File: src/hw/rtl/polyline_strip_offset_macros.svh
// Assertion macros for the polyline strip offset block.
// Used by the top level only; bodies compile away under SYNTHESIS.
`ifndef POLYLINE_STRIP_OFFSET_MACROS_SVH
`define POLYLINE_STRIP_OFFSET_MACROS_SVH

`ifndef SYNTHESIS

// Clocked implication check, off while reset is high.
`define PSO_ASSERT(lbl, prop, msg) \
   lbl: assert property (@(posedge clock) disable iff (reset) prop) else $error(msg);

// Condition that must never be seen at a clock edge.
`define PSO_NEVER(lbl, cond, msg) \
   lbl: assert property (@(posedge clock) disable iff (reset) !(cond)) else $error(msg);

`else

`define PSO_ASSERT(lbl, prop, msg)
`define PSO_NEVER(lbl, cond, msg)

`endif

`endif

File: src/hw/rtl/pso_pkg.sv
// Shared widths, constants and types for the polyline strip offset block.
// No dependencies; imported by the interfaces, the offset unit and the top level.
`timescale 1ns / 1ps

package pso_pkg;

   localparam int POS_W   = 32;   // signed position
   localparam int WIDTH_W = 31;   // unsigned rope width
   localparam int TEX_W   = 16;   // texture coordinate
   localparam int TEXS_W  = 4 * TEX_W;
   localparam int DIFF_W  = POS_W + 1;
   localparam int UNIT_W  = 31;   // unit vector component, Q1.30 magnitude
   localparam int ROOT_W  = 32;
   localparam int PROD_W  = UNIT_W + WIDTH_W;
   localparam int RAD_W   = 2 * ROOT_W;
   localparam int SREM_W  = ROOT_W + 1;

   localparam int SQRT_STEPS = ROOT_W;
   localparam int DIV_STEPS  = UNIT_W;
   localparam int CNT_W      = $clog2(SQRT_STEPS);

   localparam logic [UNIT_W-1:0] UNIT_ONE   = UNIT_W'(1) << (UNIT_W - 1);
   localparam logic [PROD_W-1:0] ROUND_BIAS = PROD_W'(1) << (UNIT_W - 1);

   typedef struct packed {
      logic [DIFF_W-1:0]  dx;
      logic [DIFF_W-1:0]  dy;
      logic [WIDTH_W-1:0] width;
   } pso_job_type;

   typedef struct packed {
      logic [POS_W-1:0] off_x;
      logic [POS_W-1:0] off_y;
   } pso_result_type;

   typedef struct packed {
      logic busy;
      logic done;
   } pso_status_type;

endpackage

File: src/hw/rtl/pso_req_if.sv
// Point channel: valid/ready handshake carrying one rope point.
// Depends on pso_pkg for field widths.
`timescale 1ns / 1ps

interface pso_req_if import pso_pkg::*; ();

   logic               valid;
   logic               ready;
   logic [POS_W-1:0]   pos_x;
   logic [POS_W-1:0]   pos_y;
   logic [WIDTH_W-1:0] width;
   logic [TEX_W-1:0]   tex0_u;
   logic [TEX_W-1:0]   tex0_v;
   logic [TEX_W-1:0]   tex1_u;
   logic [TEX_W-1:0]   tex1_v;
   logic               last_point;

   modport source (
      output valid, pos_x, pos_y, width, tex0_u, tex0_v, tex1_u, tex1_v, last_point,
      input  ready
   );

   modport sink (
      input  valid, pos_x, pos_y, width, tex0_u, tex0_v, tex1_u, tex1_v, last_point,
      output ready
   );

endinterface

File: src/hw/rtl/pso_rsp_if.sv
// Vertex channel: valid/ready handshake carrying one strip vertex record.
// Depends on pso_pkg for field widths.
`timescale 1ns / 1ps

interface pso_rsp_if import pso_pkg::*; ();

   logic             valid;
   logic             ready;
   logic [POS_W-1:0] center_x;
   logic [POS_W-1:0] center_y;
   logic [POS_W-1:0] offset_x;
   logic [POS_W-1:0] offset_y;
   logic [TEX_W-1:0] out_tex0_u;
   logic [TEX_W-1:0] out_tex0_v;
   logic [TEX_W-1:0] out_tex1_u;
   logic [TEX_W-1:0] out_tex1_v;
   logic             last_vertex;

   modport source (
      output valid, center_x, center_y, offset_x, offset_y,
             out_tex0_u, out_tex0_v, out_tex1_u, out_tex1_v, last_vertex,
      input  ready
   );

   modport sink (
      input  valid, center_x, center_y, offset_x, offset_y,
             out_tex0_u, out_tex0_v, out_tex1_u, out_tex1_v, last_vertex,
      output ready
   );

endinterface

File: src/hw/rtl/pso_offset.sv
// Iterative perpendicular offset unit: normalize, square, root, divide, scale.
// One shared 31x31 multiplier; bit-serial square root and dual-lane divide.
// Depends on pso_pkg.
`timescale 1ns / 1ps

module pso_offset import pso_pkg::*; (
   input  logic           clock,
   input  logic           reset,
   input  logic           start,
   input  pso_job_type    job,
   output pso_status_type status,
   output pso_result_type result
);

   typedef enum logic [3:0] {
      E_IDLE, E_NORM, E_SQ_X, E_SQ_Y, E_SQ_SUM, E_SQRT, E_DIV, E_MUL_X, E_MUL_Y, E_MUL_FIN
   } eng_state_type;

   eng_state_type      state_ff;
   logic               done_ff;
   logic [DIFF_W-1:0]  ax_ff, ay_ff;
   logic               dy_pos_ff, dx_neg_ff;
   logic [WIDTH_W-1:0] width_ff;
   logic [PROD_W-1:0]  prod_ff, acc_ff;
   logic [RAD_W-1:0]   rad_ff;
   logic [SREM_W-1:0]  srem_ff;
   logic [ROOT_W-1:0]  root_ff;
   logic [CNT_W-1:0]   cnt_ff;
   logic [ROOT_W-1:0]  xrem_ff, yrem_ff;
   logic [UNIT_W-1:0]  ux_ff, uy_ff;
   logic [POS_W-1:0]   offx_ff, offy_ff;

   logic [DIFF_W-1:0]  job_ax, job_ay, m;
   logic [UNIT_W-1:0]  mul_a;
   logic [WIDTH_W-1:0] mul_b;
   logic [PROD_W-1:0]  mul_p;
   logic [UNIT_W-1:0]  ux_cap, uy_cap;
   logic [PROD_W-1:0]  rnd;
   logic [POS_W-1:0]   mag;
   logic [SREM_W+1:0]  sr2, st, sdiff;
   logic               sge;
   logic               dbit;
   logic [ROOT_W:0]    xr2, yr2, xdiff, ydiff, dlen;
   logic               xge, yge;

   assign job_ax = job.dx[DIFF_W-1] ? (DIFF_W'(0) - job.dx) : job.dx;
   assign job_ay = job.dy[DIFF_W-1] ? (DIFF_W'(0) - job.dy) : job.dy;
   assign m      = (ax_ff > ay_ff) ? ax_ff : ay_ff;

   assign ux_cap = (ux_ff > UNIT_ONE) ? UNIT_ONE : ux_ff;
   assign uy_cap = (uy_ff > UNIT_ONE) ? UNIT_ONE : uy_ff;

   // shared multiplier operand select
   always_comb begin
      unique case (state_ff)
         E_SQ_X: begin
            mul_a = ax_ff[UNIT_W-1:0];
            mul_b = ax_ff[WIDTH_W-1:0];
         end
         E_SQ_Y: begin
            mul_a = ay_ff[UNIT_W-1:0];
            mul_b = ay_ff[WIDTH_W-1:0];
         end
         E_MUL_X: begin
            mul_a = uy_cap;
            mul_b = width_ff;
         end
         E_MUL_Y: begin
            mul_a = ux_cap;
            mul_b = width_ff;
         end
         default: begin
            mul_a = '0;
            mul_b = '0;
         end
      endcase
   end

   assign mul_p = PROD_W'(mul_a) * PROD_W'(mul_b);

   // half-width scale: round half up, then drop the Q1.30 and the factor of two
   assign rnd = prod_ff + ROUND_BIAS;
   assign mag = {1'b0, rnd[PROD_W-1:UNIT_W]};

   // one root bit per step
   assign sr2   = {srem_ff, rad_ff[RAD_W-1:RAD_W-2]};
   assign st    = {1'b0, root_ff, 2'b01};
   assign sge   = (sr2 >= st);
   assign sdiff = sr2 - st;

   // one quotient bit per step in each lane; only the first step takes a numerator bit
   assign dbit  = (cnt_ff == '0);
   assign dlen  = {1'b0, root_ff};
   assign xr2   = {xrem_ff, dbit & ax_ff[0]};
   assign yr2   = {yrem_ff, dbit & ay_ff[0]};
   assign xge   = (xr2 >= dlen);
   assign yge   = (yr2 >= dlen);
   assign xdiff = xr2 - dlen;
   assign ydiff = yr2 - dlen;

   always_ff @(posedge clock) begin
      if (reset) begin
         state_ff <= E_IDLE;
         done_ff  <= 1'b0;
      end else begin
         done_ff <= 1'b0;
         unique case (state_ff)
            E_IDLE: begin
               if (start) begin
                  ax_ff     <= job_ax;
                  ay_ff     <= job_ay;
                  dx_neg_ff <= job.dx[DIFF_W-1];
                  dy_pos_ff <= !job.dy[DIFF_W-1] && (job.dy != '0);
                  width_ff  <= job.width;
                  state_ff  <= E_NORM;
               end
            end
            E_NORM: begin
               // bring the larger magnitude into [2^30, 2^31)
               priority if (m == '0) begin
                  offx_ff  <= '0;
                  offy_ff  <= '0;
                  done_ff  <= 1'b1;
                  state_ff <= E_IDLE;
               end else if (m[DIFF_W-1:UNIT_W] != '0) begin
                  ax_ff <= ax_ff >> 1;
                  ay_ff <= ay_ff >> 1;
               end else if (m[UNIT_W-1]) begin
                  state_ff <= E_SQ_X;
               end else if (m[UNIT_W-2:15] == '0) begin
                  ax_ff <= ax_ff << 16;
                  ay_ff <= ay_ff << 16;
               end else if (m[UNIT_W-2:23] == '0) begin
                  ax_ff <= ax_ff << 8;
                  ay_ff <= ay_ff << 8;
               end else if (m[UNIT_W-2:27] == '0) begin
                  ax_ff <= ax_ff << 4;
                  ay_ff <= ay_ff << 4;
               end else if (!m[UNIT_W-2]) begin
                  ax_ff <= ax_ff << 2;
                  ay_ff <= ay_ff << 2;
               end else begin
                  ax_ff <= ax_ff << 1;
                  ay_ff <= ay_ff << 1;
               end
            end
            E_SQ_X: begin
               prod_ff  <= mul_p;
               state_ff <= E_SQ_Y;
            end
            E_SQ_Y: begin
               acc_ff   <= prod_ff;
               prod_ff  <= mul_p;
               state_ff <= E_SQ_SUM;
            end
            E_SQ_SUM: begin
               rad_ff   <= {1'b0, {1'b0, acc_ff} + {1'b0, prod_ff}};
               srem_ff  <= '0;
               root_ff  <= '0;
               cnt_ff   <= '0;
               state_ff <= E_SQRT;
            end
            E_SQRT: begin
               srem_ff <= sge ? sdiff[SREM_W-1:0] : sr2[SREM_W-1:0];
               root_ff <= {root_ff[ROOT_W-2:0], sge};
               rad_ff  <= rad_ff << 2;
               if (cnt_ff == CNT_W'(SQRT_STEPS - 1)) begin
                  xrem_ff  <= {2'b00, ax_ff[UNIT_W-1:1]};
                  yrem_ff  <= {2'b00, ay_ff[UNIT_W-1:1]};
                  ux_ff    <= '0;
                  uy_ff    <= '0;
                  cnt_ff   <= '0;
                  state_ff <= E_DIV;
               end else begin
                  cnt_ff <= cnt_ff + 1'b1;
               end
            end
            E_DIV: begin
               xrem_ff <= xge ? xdiff[ROOT_W-1:0] : xr2[ROOT_W-1:0];
               yrem_ff <= yge ? ydiff[ROOT_W-1:0] : yr2[ROOT_W-1:0];
               ux_ff   <= {ux_ff[UNIT_W-2:0], xge};
               uy_ff   <= {uy_ff[UNIT_W-2:0], yge};
               if (cnt_ff == CNT_W'(DIV_STEPS - 1)) begin
                  state_ff <= E_MUL_X;
               end else begin
                  cnt_ff <= cnt_ff + 1'b1;
               end
            end
            E_MUL_X: begin
               prod_ff  <= mul_p;
               state_ff <= E_MUL_Y;
            end
            E_MUL_Y: begin
               // offset x follows the sign of -dy
               offx_ff  <= dy_pos_ff ? (POS_W'(0) - mag) : mag;
               prod_ff  <= mul_p;
               state_ff <= E_MUL_FIN;
            end
            E_MUL_FIN: begin
               offy_ff  <= dx_neg_ff ? (POS_W'(0) - mag) : mag;
               done_ff  <= 1'b1;
               state_ff <= E_IDLE;
            end
            default: begin
               state_ff <= E_IDLE;
            end
         endcase
      end
   end

   assign status.busy  = (state_ff != E_IDLE);
   assign status.done  = done_ff;
   assign result.off_x = offx_ff;
   assign result.off_y = offy_ff;

endmodule

File: src/hw/rtl/polyline_strip_offset.sv
// Polyline strip offset top level: point bookkeeping, sequencing and vertex register.
// Depends on pso_pkg, pso_req_if, pso_rsp_if, pso_offset and the assertion macros.
`timescale 1ns / 1ps
`include "polyline_strip_offset_macros.svh"

// Rope points arrive on req_if, strip vertices leave on rsp_if, each a valid/ready transfer.
// Vertices lag one point: the first point of a rope gives nothing, each later point gives
// the vertex of the point before it, and the point flagged last_point gives two vertices,
// the second flagged last_vertex. A rope of one point gives nothing. Each vertex passes
// through the offset unit's normalize steps, the squared length, a bit-serial square
// root, a two-lane restoring divide and the half-width scale, all on one shared 31x31
// multiplier. A zero-length direction finishes after its first normalize step. After a
// first point the block stays ready; after an inner point it takes no point until that
// vertex is loaded into the output register, after a last point until both are, and a
// stalled sink holds it up further. A finished vertex sits in the output register; the
// next one can wait in the offset unit until that register is free.

module polyline_strip_offset import pso_pkg::*; (
   input logic        clock,
   input logic        reset,
   pso_req_if.sink    req_if,
   pso_rsp_if.source  rsp_if
);

   typedef enum logic [2:0] {
      T_IDLE, T_REC1, T_RUN1, T_PUT1, T_REC2, T_RUN2, T_PUT2
   } top_state_type;

   localparam logic [1:0] PTS_NONE  = 2'd0;
   localparam logic [1:0] PTS_FIRST = 2'd1;
   localparam logic [1:0] PTS_INNER = 2'd2;

   top_state_type      state_ff;
   logic [1:0]         pts_ff;
   logic [POS_W-1:0]   held_x_ff, held_y_ff, older_x_ff, older_y_ff;
   logic [WIDTH_W-1:0] held_w_ff;
   logic [TEXS_W-1:0]  held_tex_ff;
   logic [POS_W-1:0]   cur_x_ff, cur_y_ff;
   logic [WIDTH_W-1:0] cur_w_ff;
   logic [TEXS_W-1:0]  cur_tex_ff;
   logic               cur_last_ff;

   logic               rsp_valid_ff;
   logic [POS_W-1:0]   rsp_cx_ff, rsp_cy_ff, rsp_ox_ff, rsp_oy_ff;
   logic [TEXS_W-1:0]  rsp_tex_ff;
   logic               rsp_last_ff;

   logic [TEXS_W-1:0]  req_tex;
   logic [POS_W-1:0]   base_x, base_y;
   logic               eng_start;
   pso_job_type        eng_job;
   pso_status_type     eng_status;
   pso_result_type     eng_result;
   logic               out_free, load_out;

   assign req_tex = {req_if.tex1_v, req_if.tex1_u, req_if.tex0_v, req_if.tex0_u};

   // the first vertex of a rope uses the forward difference, the last one the backward one, inner ones the central one
   assign base_x = (state_ff == T_REC2 || pts_ff == PTS_FIRST) ? held_x_ff : older_x_ff;
   assign base_y = (state_ff == T_REC2 || pts_ff == PTS_FIRST) ? held_y_ff : older_y_ff;

   assign eng_start     = (state_ff == T_REC1) || (state_ff == T_REC2);
   assign eng_job.dx    = {cur_x_ff[POS_W-1], cur_x_ff} - {base_x[POS_W-1], base_x};
   assign eng_job.dy    = {cur_y_ff[POS_W-1], cur_y_ff} - {base_y[POS_W-1], base_y};
   assign eng_job.width = (state_ff == T_REC2) ? cur_w_ff : held_w_ff;

   pso_offset u_offset (
      .clock  (clock),
      .reset  (reset),
      .start  (eng_start),
      .job    (eng_job),
      .status (eng_status),
      .result (eng_result)
   );

   assign out_free = !rsp_valid_ff || rsp_if.ready;
   assign load_out = ((state_ff == T_PUT1) || (state_ff == T_PUT2)) && out_free;

   always_ff @(posedge clock) begin
      if (reset) begin
         state_ff     <= T_IDLE;
         pts_ff       <= PTS_NONE;
         rsp_valid_ff <= 1'b0;
      end else begin
         if (rsp_valid_ff && rsp_if.ready) begin
            rsp_valid_ff <= 1'b0;
         end
         unique case (state_ff)
            T_IDLE: begin
               if (req_if.valid) begin
                  cur_x_ff    <= req_if.pos_x;
                  cur_y_ff    <= req_if.pos_y;
                  cur_w_ff    <= req_if.width;
                  cur_tex_ff  <= req_tex;
                  cur_last_ff <= req_if.last_point;
                  if (pts_ff == PTS_NONE) begin
                     // open a rope; a lone last point is dropped
                     if (!req_if.last_point) begin
                        held_x_ff   <= req_if.pos_x;
                        held_y_ff   <= req_if.pos_y;
                        held_w_ff   <= req_if.width;
                        held_tex_ff <= req_tex;
                        pts_ff      <= PTS_FIRST;
                     end
                  end else begin
                     state_ff <= T_REC1;
                  end
               end
            end
            T_REC1: begin
               state_ff <= T_RUN1;
            end
            T_RUN1: begin
               if (eng_status.done) begin
                  state_ff <= T_PUT1;
               end
            end
            T_PUT1: begin
               if (out_free) begin
                  rsp_valid_ff <= 1'b1;
                  rsp_cx_ff    <= held_x_ff;
                  rsp_cy_ff    <= held_y_ff;
                  rsp_ox_ff    <= eng_result.off_x;
                  rsp_oy_ff    <= eng_result.off_y;
                  rsp_tex_ff   <= held_tex_ff;
                  rsp_last_ff  <= 1'b0;
                  if (cur_last_ff) begin
                     state_ff <= T_REC2;
                  end else begin
                     // advance the window by one point
                     older_x_ff  <= held_x_ff;
                     older_y_ff  <= held_y_ff;
                     held_x_ff   <= cur_x_ff;
                     held_y_ff   <= cur_y_ff;
                     held_w_ff   <= cur_w_ff;
                     held_tex_ff <= cur_tex_ff;
                     pts_ff      <= PTS_INNER;
                     state_ff    <= T_IDLE;
                  end
               end
            end
            T_REC2: begin
               state_ff <= T_RUN2;
            end
            T_RUN2: begin
               if (eng_status.done) begin
                  state_ff <= T_PUT2;
               end
            end
            T_PUT2: begin
               if (out_free) begin
                  rsp_valid_ff <= 1'b1;
                  rsp_cx_ff    <= cur_x_ff;
                  rsp_cy_ff    <= cur_y_ff;
                  rsp_ox_ff    <= eng_result.off_x;
                  rsp_oy_ff    <= eng_result.off_y;
                  rsp_tex_ff   <= cur_tex_ff;
                  rsp_last_ff  <= 1'b1;
                  pts_ff       <= PTS_NONE;
                  state_ff     <= T_IDLE;
               end
            end
            default: begin
               state_ff <= T_IDLE;
            end
         endcase
      end
   end

   assign req_if.ready = (state_ff == T_IDLE);

   assign rsp_if.valid       = rsp_valid_ff;
   assign rsp_if.center_x    = rsp_cx_ff;
   assign rsp_if.center_y    = rsp_cy_ff;
   assign rsp_if.offset_x    = rsp_ox_ff;
   assign rsp_if.offset_y    = rsp_oy_ff;
   assign rsp_if.out_tex0_u  = rsp_tex_ff[TEX_W-1:0];
   assign rsp_if.out_tex0_v  = rsp_tex_ff[2*TEX_W-1:TEX_W];
   assign rsp_if.out_tex1_u  = rsp_tex_ff[3*TEX_W-1:2*TEX_W];
   assign rsp_if.out_tex1_v  = rsp_tex_ff[4*TEX_W-1:3*TEX_W];
   assign rsp_if.last_vertex = rsp_last_ff;

   `PSO_ASSERT(a_ready_engine_idle, req_if.ready |-> !eng_status.busy, "point taken while offset unit busy")
   `PSO_ASSERT(a_done_while_waiting, eng_status.done |-> (state_ff == T_RUN1 || state_ff == T_RUN2), "offset result with no waiting record")
   `PSO_NEVER(a_no_overwrite, load_out && rsp_valid_ff && !rsp_if.ready, "vertex register overwritten before transfer")

endmodule

File: src/flat_wrapper.sv
// flat-port wrapper written by rule: the top's interface ports become plain ports
module polyline_strip_offset_flat import pso_pkg::*;
  (clock, reset, req_if_valid, req_if_pos_x, req_if_pos_y, req_if_width, req_if_tex0_u, req_if_tex0_v, req_if_tex1_u, req_if_tex1_v, req_if_last_point, req_if_ready, rsp_if_valid, rsp_if_center_x, rsp_if_center_y, rsp_if_offset_x, rsp_if_offset_y, rsp_if_out_tex0_u, rsp_if_out_tex0_v, rsp_if_out_tex1_u, rsp_if_out_tex1_v, rsp_if_last_vertex, rsp_if_ready);
  pso_req_if req_if_i ();
  pso_rsp_if rsp_if_i ();
  input logic clock;
  input logic reset;
  input wire logic [$bits(req_if_i.valid)-1:0] req_if_valid;
  input wire logic [$bits(req_if_i.pos_x)-1:0] req_if_pos_x;
  input wire logic [$bits(req_if_i.pos_y)-1:0] req_if_pos_y;
  input wire logic [$bits(req_if_i.width)-1:0] req_if_width;
  input wire logic [$bits(req_if_i.tex0_u)-1:0] req_if_tex0_u;
  input wire logic [$bits(req_if_i.tex0_v)-1:0] req_if_tex0_v;
  input wire logic [$bits(req_if_i.tex1_u)-1:0] req_if_tex1_u;
  input wire logic [$bits(req_if_i.tex1_v)-1:0] req_if_tex1_v;
  input wire logic [$bits(req_if_i.last_point)-1:0] req_if_last_point;
  output wire logic [$bits(req_if_i.ready)-1:0] req_if_ready;
  output wire logic [$bits(rsp_if_i.valid)-1:0] rsp_if_valid;
  output wire logic [$bits(rsp_if_i.center_x)-1:0] rsp_if_center_x;
  output wire logic [$bits(rsp_if_i.center_y)-1:0] rsp_if_center_y;
  output wire logic [$bits(rsp_if_i.offset_x)-1:0] rsp_if_offset_x;
  output wire logic [$bits(rsp_if_i.offset_y)-1:0] rsp_if_offset_y;
  output wire logic [$bits(rsp_if_i.out_tex0_u)-1:0] rsp_if_out_tex0_u;
  output wire logic [$bits(rsp_if_i.out_tex0_v)-1:0] rsp_if_out_tex0_v;
  output wire logic [$bits(rsp_if_i.out_tex1_u)-1:0] rsp_if_out_tex1_u;
  output wire logic [$bits(rsp_if_i.out_tex1_v)-1:0] rsp_if_out_tex1_v;
  output wire logic [$bits(rsp_if_i.last_vertex)-1:0] rsp_if_last_vertex;
  input wire logic [$bits(rsp_if_i.ready)-1:0] rsp_if_ready;
  assign req_if_i.valid = req_if_valid;
  assign req_if_i.pos_x = req_if_pos_x;
  assign req_if_i.pos_y = req_if_pos_y;
  assign req_if_i.width = req_if_width;
  assign req_if_i.tex0_u = req_if_tex0_u;
  assign req_if_i.tex0_v = req_if_tex0_v;
  assign req_if_i.tex1_u = req_if_tex1_u;
  assign req_if_i.tex1_v = req_if_tex1_v;
  assign req_if_i.last_point = req_if_last_point;
  assign req_if_ready = req_if_i.ready;
  assign rsp_if_valid = rsp_if_i.valid;
  assign rsp_if_center_x = rsp_if_i.center_x;
  assign rsp_if_center_y = rsp_if_i.center_y;
  assign rsp_if_offset_x = rsp_if_i.offset_x;
  assign rsp_if_offset_y = rsp_if_i.offset_y;
  assign rsp_if_out_tex0_u = rsp_if_i.out_tex0_u;
  assign rsp_if_out_tex0_v = rsp_if_i.out_tex0_v;
  assign rsp_if_out_tex1_u = rsp_if_i.out_tex1_u;
  assign rsp_if_out_tex1_v = rsp_if_i.out_tex1_v;
  assign rsp_if_last_vertex = rsp_if_i.last_vertex;
  assign rsp_if_i.ready = rsp_if_ready;
  polyline_strip_offset u_core (.clock(clock), .reset(reset), .req_if(req_if_i), .rsp_if(rsp_if_i));
endmodule
File: config.mk
export PLATFORM = sky130hd
export DESIGN_NAME = polyline_strip_offset_flat
export DESIGN_NICKNAME = d
export VERILOG_FILES = /design/src/hw/rtl/pso_pkg.sv /design/src/hw/rtl/pso_req_if.sv /design/src/hw/rtl/pso_rsp_if.sv /design/src/hw/rtl/pso_offset.sv /design/src/hw/rtl/polyline_strip_offset.sv /design/src/flat_wrapper.sv
export VERILOG_INCLUDE_DIRS = /design/src /design/src/hw/rtl
export SDC_FILE = /design/constraint.sdc
export NUM_CORES = 2
export LEC_CHECK = 0
export ABC_AREA = 1
export BUFFER_PORTS_ARGS = -buffer_cell sky130_fd_sc_hd__buf_2
export CAP_MARGIN = 5
export CORE_MARGIN = 3
export CORE_UTILIZATION = 35
export DETAILED_ROUTE_END_ITERATION = 7
export PLACE_DENSITY_LB_ADDON = 0.05
export SLEW_MARGIN = 20
export SYNTH_ARGS = -nofsm -noshare
export SYNTH_HDL_FRONTEND = slang
export SYNTH_HIERARCHICAL = 1
export SYNTH_SLANG_ARGS = --single-unit
File: constraint.sdc
create_clock -name clock -period 14.11 [get_ports clock]
set_input_delay 2.822 -clock clock [delete_from_list [all_inputs] [get_ports clock]]
set_output_delay 2.822 -clock clock [all_outputs]
set_load 0.005 [all_outputs]
# Yosys cells after proc, flatten, opt, wreduce, memory -nomap -nowiden
# Cells that the tools add are included.
# W data, S select, Z words.
[classes]
add_sub_neg = 11
mul = 1
n_div = 0
magnitude_cmp = 6
eq_ne = 36
n_shift = 0
mux = 112
n_bitwise = 4
n_reduce_logical = 46
[ops]
columns = ["cell", "count"]
rows = [
  ["$mux W32", 23],
  ["$mux W33", 20],
  ["$pmux W32 S2", 9],
  ["$mux W64", 7],
  ["$pmux W64 S2", 3],
  ["$mux W31", 9],
  ["$pmux W33 S2", 3],
  ["$pmux W31 S2", 3],
  ["$pmux W31 S4", 1],
  ["$pmux W31 S3", 1],
  ["$ge A33 B32 Y1", 2],
  ["$sub A1 B33 Y33 const A", 2],
  ["$sub A32 B32 Y33", 2],
  ["$sub A32 B32 Y32", 2],
  ["$add A62 B62 Y63", 1],
  ["$add A62 B31 Y62 const B", 1],
  ["$gt A31 B31 Y1 const B", 2],
  ["$mul A31 B31 Y62", 1],
  ["$pmux W4 S9", 1],
  ["$ge A35 B34 Y1", 1],
  ["$gt A33 B33 Y1", 1],
  ["$logic_not A33 Y1", 1],
  ["$reduce_bool A33 Y1", 1],
  ["$sub A33 B33 Y33", 1],
  ["44 further kinds", 118],
]
[word_totals]
regBits = 1134
latchBits = 0
ram_bits = 0
romBits = 0
input_bits = 164
output_inout_bits = 195
word_cells = 255
n_memories = 0

# Logic depth before layout (Yosys ltp)
[depth]
word_depth = 10
mapped_depth = 41
ltp_nobuf = 39

# Cells and area by module
# The synthesis kept the hierarchy.
[by_module_without_submodules]
columns = ["module", "instances", "cells_each", "area_each_um2", "seq_area_each_um2"]
rows = [
  ["pso_offset", 1, 9097, 71056.9, 16525.8],
  ["polyline_strip_offset", 1, 2628, 26969.6, 17416.7],
]

# Least setup slack after synthesis
# No wires, ideal clock.
[synth_path]
kind = "input to register"
start = "in req_if_last_point"
end = "reg u_core.held_tex_ff[0] (enable)"
setup_ps = 875
arrival_ps = 13804
required_ps = 13235
slack_ps = -568
path_stages = 3
path_buffers = 0
cell_sequence = "o21ai_0 > nand3_1 > nor3_1"
[synth_via]
elab_chain_cells = 2
[synth_lines]
columns = ["element", "line", "source"]
rows = [
  ["start: declaration", "flat_wrapper.sv:16", "input wire logic [$bits(req_if_i.last_point)-1:0] req_if_last_point;"],
  ["$ne A2 B2 Y1 (no source line)", "-", ""],
  ["$reduce_and A7 Y1 (no source line)", "-", ""],
  ["end signal: assignment", "polyline_strip_offset.sv:102", "held_tex_ff <= req_tex;"],
  ["end signal: assignment", "polyline_strip_offset.sv:136", "held_tex_ff <= cur_tex_ff;"],
  ["end: declaration", "polyline_strip_offset.sv:37", "logic [TEXS_W-1:0] held_tex_ff;"],
]
# No other way between the ends.
# A chain may end at the register's enable or synchronous reset.

# Worst setup path after layout
[layout_path]
start = "reg u_core.u_offset.state_ff[1]"
end = "reg u_core.u_offset.prod_ff[60], data pin"
[layout_via]
elab_chain_cells = 4
elab_cells_between_ends = 8
cone_classes = "1 x mul; 4 x eq/ne; 2 x mux; 1 x reduce/logical"
[layout_lines]
columns = ["element", "line", "source"]
rows = [
  ["start: declaration", "pso_offset.sv:19", "eng_state_type state_ff;"],
  ["start signal: assignment", "pso_offset.sv:103", "state_ff <= E_IDLE;"],
  ["start signal: assignment", "pso_offset.sv:115", "state_ff <= E_NORM;"],
  ["start signal: assignment", "pso_offset.sv:124", "state_ff <= E_IDLE;"],
  ["$eq A4 B4 Y1 / $eq A4 B3 Y1 (equally long branches)", "pso_offset.sv:55", "unique case (state_ff)"],
  ["$reduce_or A2 Y1 (no source line)", "-", ""],
  ["$pmux W31 S3", "pso_offset.sv:55", ""],
  ["$mul A31 B31 Y62 *", "pso_offset.sv:79", "assign mul_p = PROD_W'(mul_a) * PROD_W'(mul_b);"],
  ["named net u_core.u_offset.mul_p[60]", "pso_offset.sv:36", "logic [PROD_W-1:0] mul_p;"],
  ["end signal: assignment", "pso_offset.sv:148", "prod_ff <= mul_p;"],
  ["end signal: assignment", "pso_offset.sv:153", "prod_ff <= mul_p;"],
  ["end signal: assignment", "pso_offset.sv:190", "prod_ff <= mul_p;"],
  ["end: declaration", "pso_offset.sv:24", "logic [PROD_W-1:0] prod_ff, acc_ff;"],
]
# The timed path passes the listed nets; every way through them passes the cells marked *.

==> impl_results.md <==
- Area growth, synth to finish: 10.63%
- Hold Vio Cnt, Final: 0
- Worst-Margin Slew: 1089 ps
- Critical Path RT: between 10000 and 15000 ps
- Post-synth net total: 13250
- Total CTS buffers: 145
- Chip width: about 540 um
- Worst Hold Class: reg -> reg
- Fmax: 92.86 MHz
- Worst Hold Launch: u_core/u_offset/offx_ff[10]$_SDFFCE_PP0P_
- Setup slack at placement: around 3600 ps
- Layout Nets: 13460
- Vias in the first global route: 79770
- Synth warn: 6
- Drt pass-1 iters: 6
- Post-route antenna net violation count: 0
- Startpoint Class: register
- RSZ-0062 raised after global routing: no
- Port Buffers: 358
- Unique masters post-synth: 67
- Clock Pin Slew Worst Setup and Hold Paths: 60 ps
- I/O pin total: about 360
- Share of layout cells above drive strength 1: roughly 7%
- Non-filler cells, final: 15760
- Fin Hold WS: 414.2 ps
- GPL Wtd Cong: 0.9168
- DR DRC count: 0
- P_leak: 52.87 nW
- Post-DP HPWL: 266.4 mm
- Fin area: roughly 110000 um2
- Top delay family on crit path: adder cells
- Fin crit share: between 70 and 80%
- Sequential-to-total area share from yosys stat: 34.63%
- Cts-stage hold buffer count: 0
- CP Launch Point: u_core/u_offset/state_ff[1]$_SDFFE_PP0P_
- Placed Area: 103800 um2
- Vias per cell: 4.989
- # H-tree levels: 4
- Crit end category: register
- Async set-reset flop share out of synthesis: 0%
- First-pass GRT wire length: about 520 mm
- Final core utilization: 39.05%
- Post-CTS setup buffer count: 0
- CTS resizes: 0
- Core Footprint: roughly 280000 um2
- TritonCTS clock tree: done
- R2r startpoint: u_core/u_offset/state_ff[1]$_SDFFE_PP0P_
- Vias: 78640
- Routed WL: 347.3 mm
- Inst Count DP: 15490
- Antenna violations before repair: 58
- Root buf cell: clkbuf_16
- Cell Rows: 193
- Clock period minus final worst setup slack: around 11000 ps
- Multi-input gate area: 53310 um2
- Max Cap Viol: 0
- Critical path's slowest cell: clkinv_1
- Largest net degree at the start of global routing: 130
- Syn Inst Count: 11730
- Register area: 33940 um2
- Number of synthesized register bits: between 1000 and 1500
- Peak supply drop: approximately 0.19 mV
- Pins Over Slew Limit: 0
- Crit. path cell count: 34
- Setup TNS: 0 ps
- Drt initial violations: about 6000
- Final Worst Setup Slack: 3341 ps
- Count of final setup violators: 0
- Die Span Y: approximately 540 um
- Worst path bufs/invs: 10
- Syn_area_per_cell: 8.360 um2
- Pwr dens: roughly 130 nW/um2
- CTS Sinks: 1134
- Slew HR: 26.74%
- Worst EP arrival: 11270 ps
- Status: finished, final reports clean
- Post-synthesis cell area: between 90000 and 100000 um2
- Global route total overflow: 0
- Post-synth EDFFs: 1123
- Initial core utilization: 35.30%
- Total track usage: 23.98%
- CP most frequent cell: fa_1
- Worst r2r path cells: 34
- Tot Pwr: roughly 14 mW
- Clock Skew: approximately 82 ps
- Total die area: 286500 um2
- Skew-Pair Late Insertion Delay: 840 ps
- Category of the most critical setup path: reg -> reg
- Hold Path Stages: 0
- CTS max path bufs: 4
- Main flop type after synthesis: edfxtp_1
- Max Fanout on Critical Path: 31
- FILL cells: ~29000
- Avg WL per Cell: 22.03 um
- CP peak stage delay: 930 ps
==> layout make-up <==
cell class                      count  share of cell area (%)
Clock buffer                      175                   3.469
Antenna cell                       19                 0.04384
Sequential cell                  1134                   31.30
Multi-Input combinational cell   7728                   49.16
Tap cell                         3705                   4.275
Timing Repair Buffer              491                   2.599
Inverter                         2429                   8.410
Clock inverter                     81                  0.7488
==> Yosys cell counts (105+ instances only) <==
library cell	number	area share, %
nand2_1	3010	12
inv_1	2408	9.2
edfxtp_1	1123	34
o21ai_0	859	4.4
fa_1	842	17
nor2_1	676	2.6
a21oi_1	559	2.9
ha_1	520	6.6
nand3_1	283	1.4
clkbuf_1	265	1.0
xor2_1	155	1.4
buf_2	115	0.59
xnor2_1	105	0.94
==> cell families (layout without fill, tap and decap cells) <==
group,after synthesis,count (layout),synth area share (%)
xor gates and xnor gates,260,260,2.323
AOI/OAI and AO/OA,1766,1766,9.712
muxes,64,64,0.6561
and+or+nand+nor,4276,4276,17.59
buffers and inverters,2863,3176,11.26
DFF,1134,1134,34.63
other,0,19,0
adders and majority gates,1362,1362,23.83
==> flip-flops by register name, summed over array words and instances, names as in the netlist, 33 cells and up <==
register / count
u_core/u_offset/prod_ff: 62
u_core/u_offset/ay_ff: 33
u_core/u_offset/rad_ff: 64
u_core/u_offset/srem_ff: 33
u_core/rsp_tex_ff: 64
u_core/u_offset/acc_ff: 62
u_core/cur_tex_ff: 64
u_core/held_tex_ff: 64
u_core/u_offset/ax_ff: 33
==> final timing paths <==
kind,end,slack [ps]
setup / recovery,u_core/u_offset/prod_ff[60]$_DFFE_PP_,3340
hold / removal,u_core/rsp_if.offset_x[10]$_DFFE_PP_,410
setup reg to reg,u_core/u_offset/prod_ff[60]$_DFFE_PP_,3340
hold reg to reg,u_core/rsp_if.offset_x[10]$_DFFE_PP_,410
==> routing by layer <==
metal / routed length (um) / track usage [%] / vias to the layer above
li1: - / - / 37470
met1: 162200 / 34.33 / 38310
met2: 152100 / 37.36 / 2349
met3: 23310 / 4.363 / 459
met4: 9336 / 6.094 / 52
met5: 318 / 0 / -
==> where the power goes <==
part | internal [mW] | leakage [nW] | switching [mW]
clock | 2.10 | 2.21 | 1.53
sequential | 4.41 | 10.4 | 0.338
combinational | 1.52 | 40.3 | 4.22
==> cell usage in the layout, fill, tap and decap left out, types with 50 or more instances in the layout <==
cell          n
a21o_1       50
a21oi_1     557
a31oi_1      87
buf_2       358
buf_4       130
clkbuf_16   146
edfxtp_1   1123
fa_1        842
ha_1        520
inv_1      2402
mux2i_1      62
nand2_1    3008
nand3_1     283
nand4_1      73
nor2_1      671
nor3_1       67
nor4_1       57
o21ai_0     828
xnor2_1     105
xor2_1      155
(Power assumes the default switching activity.)
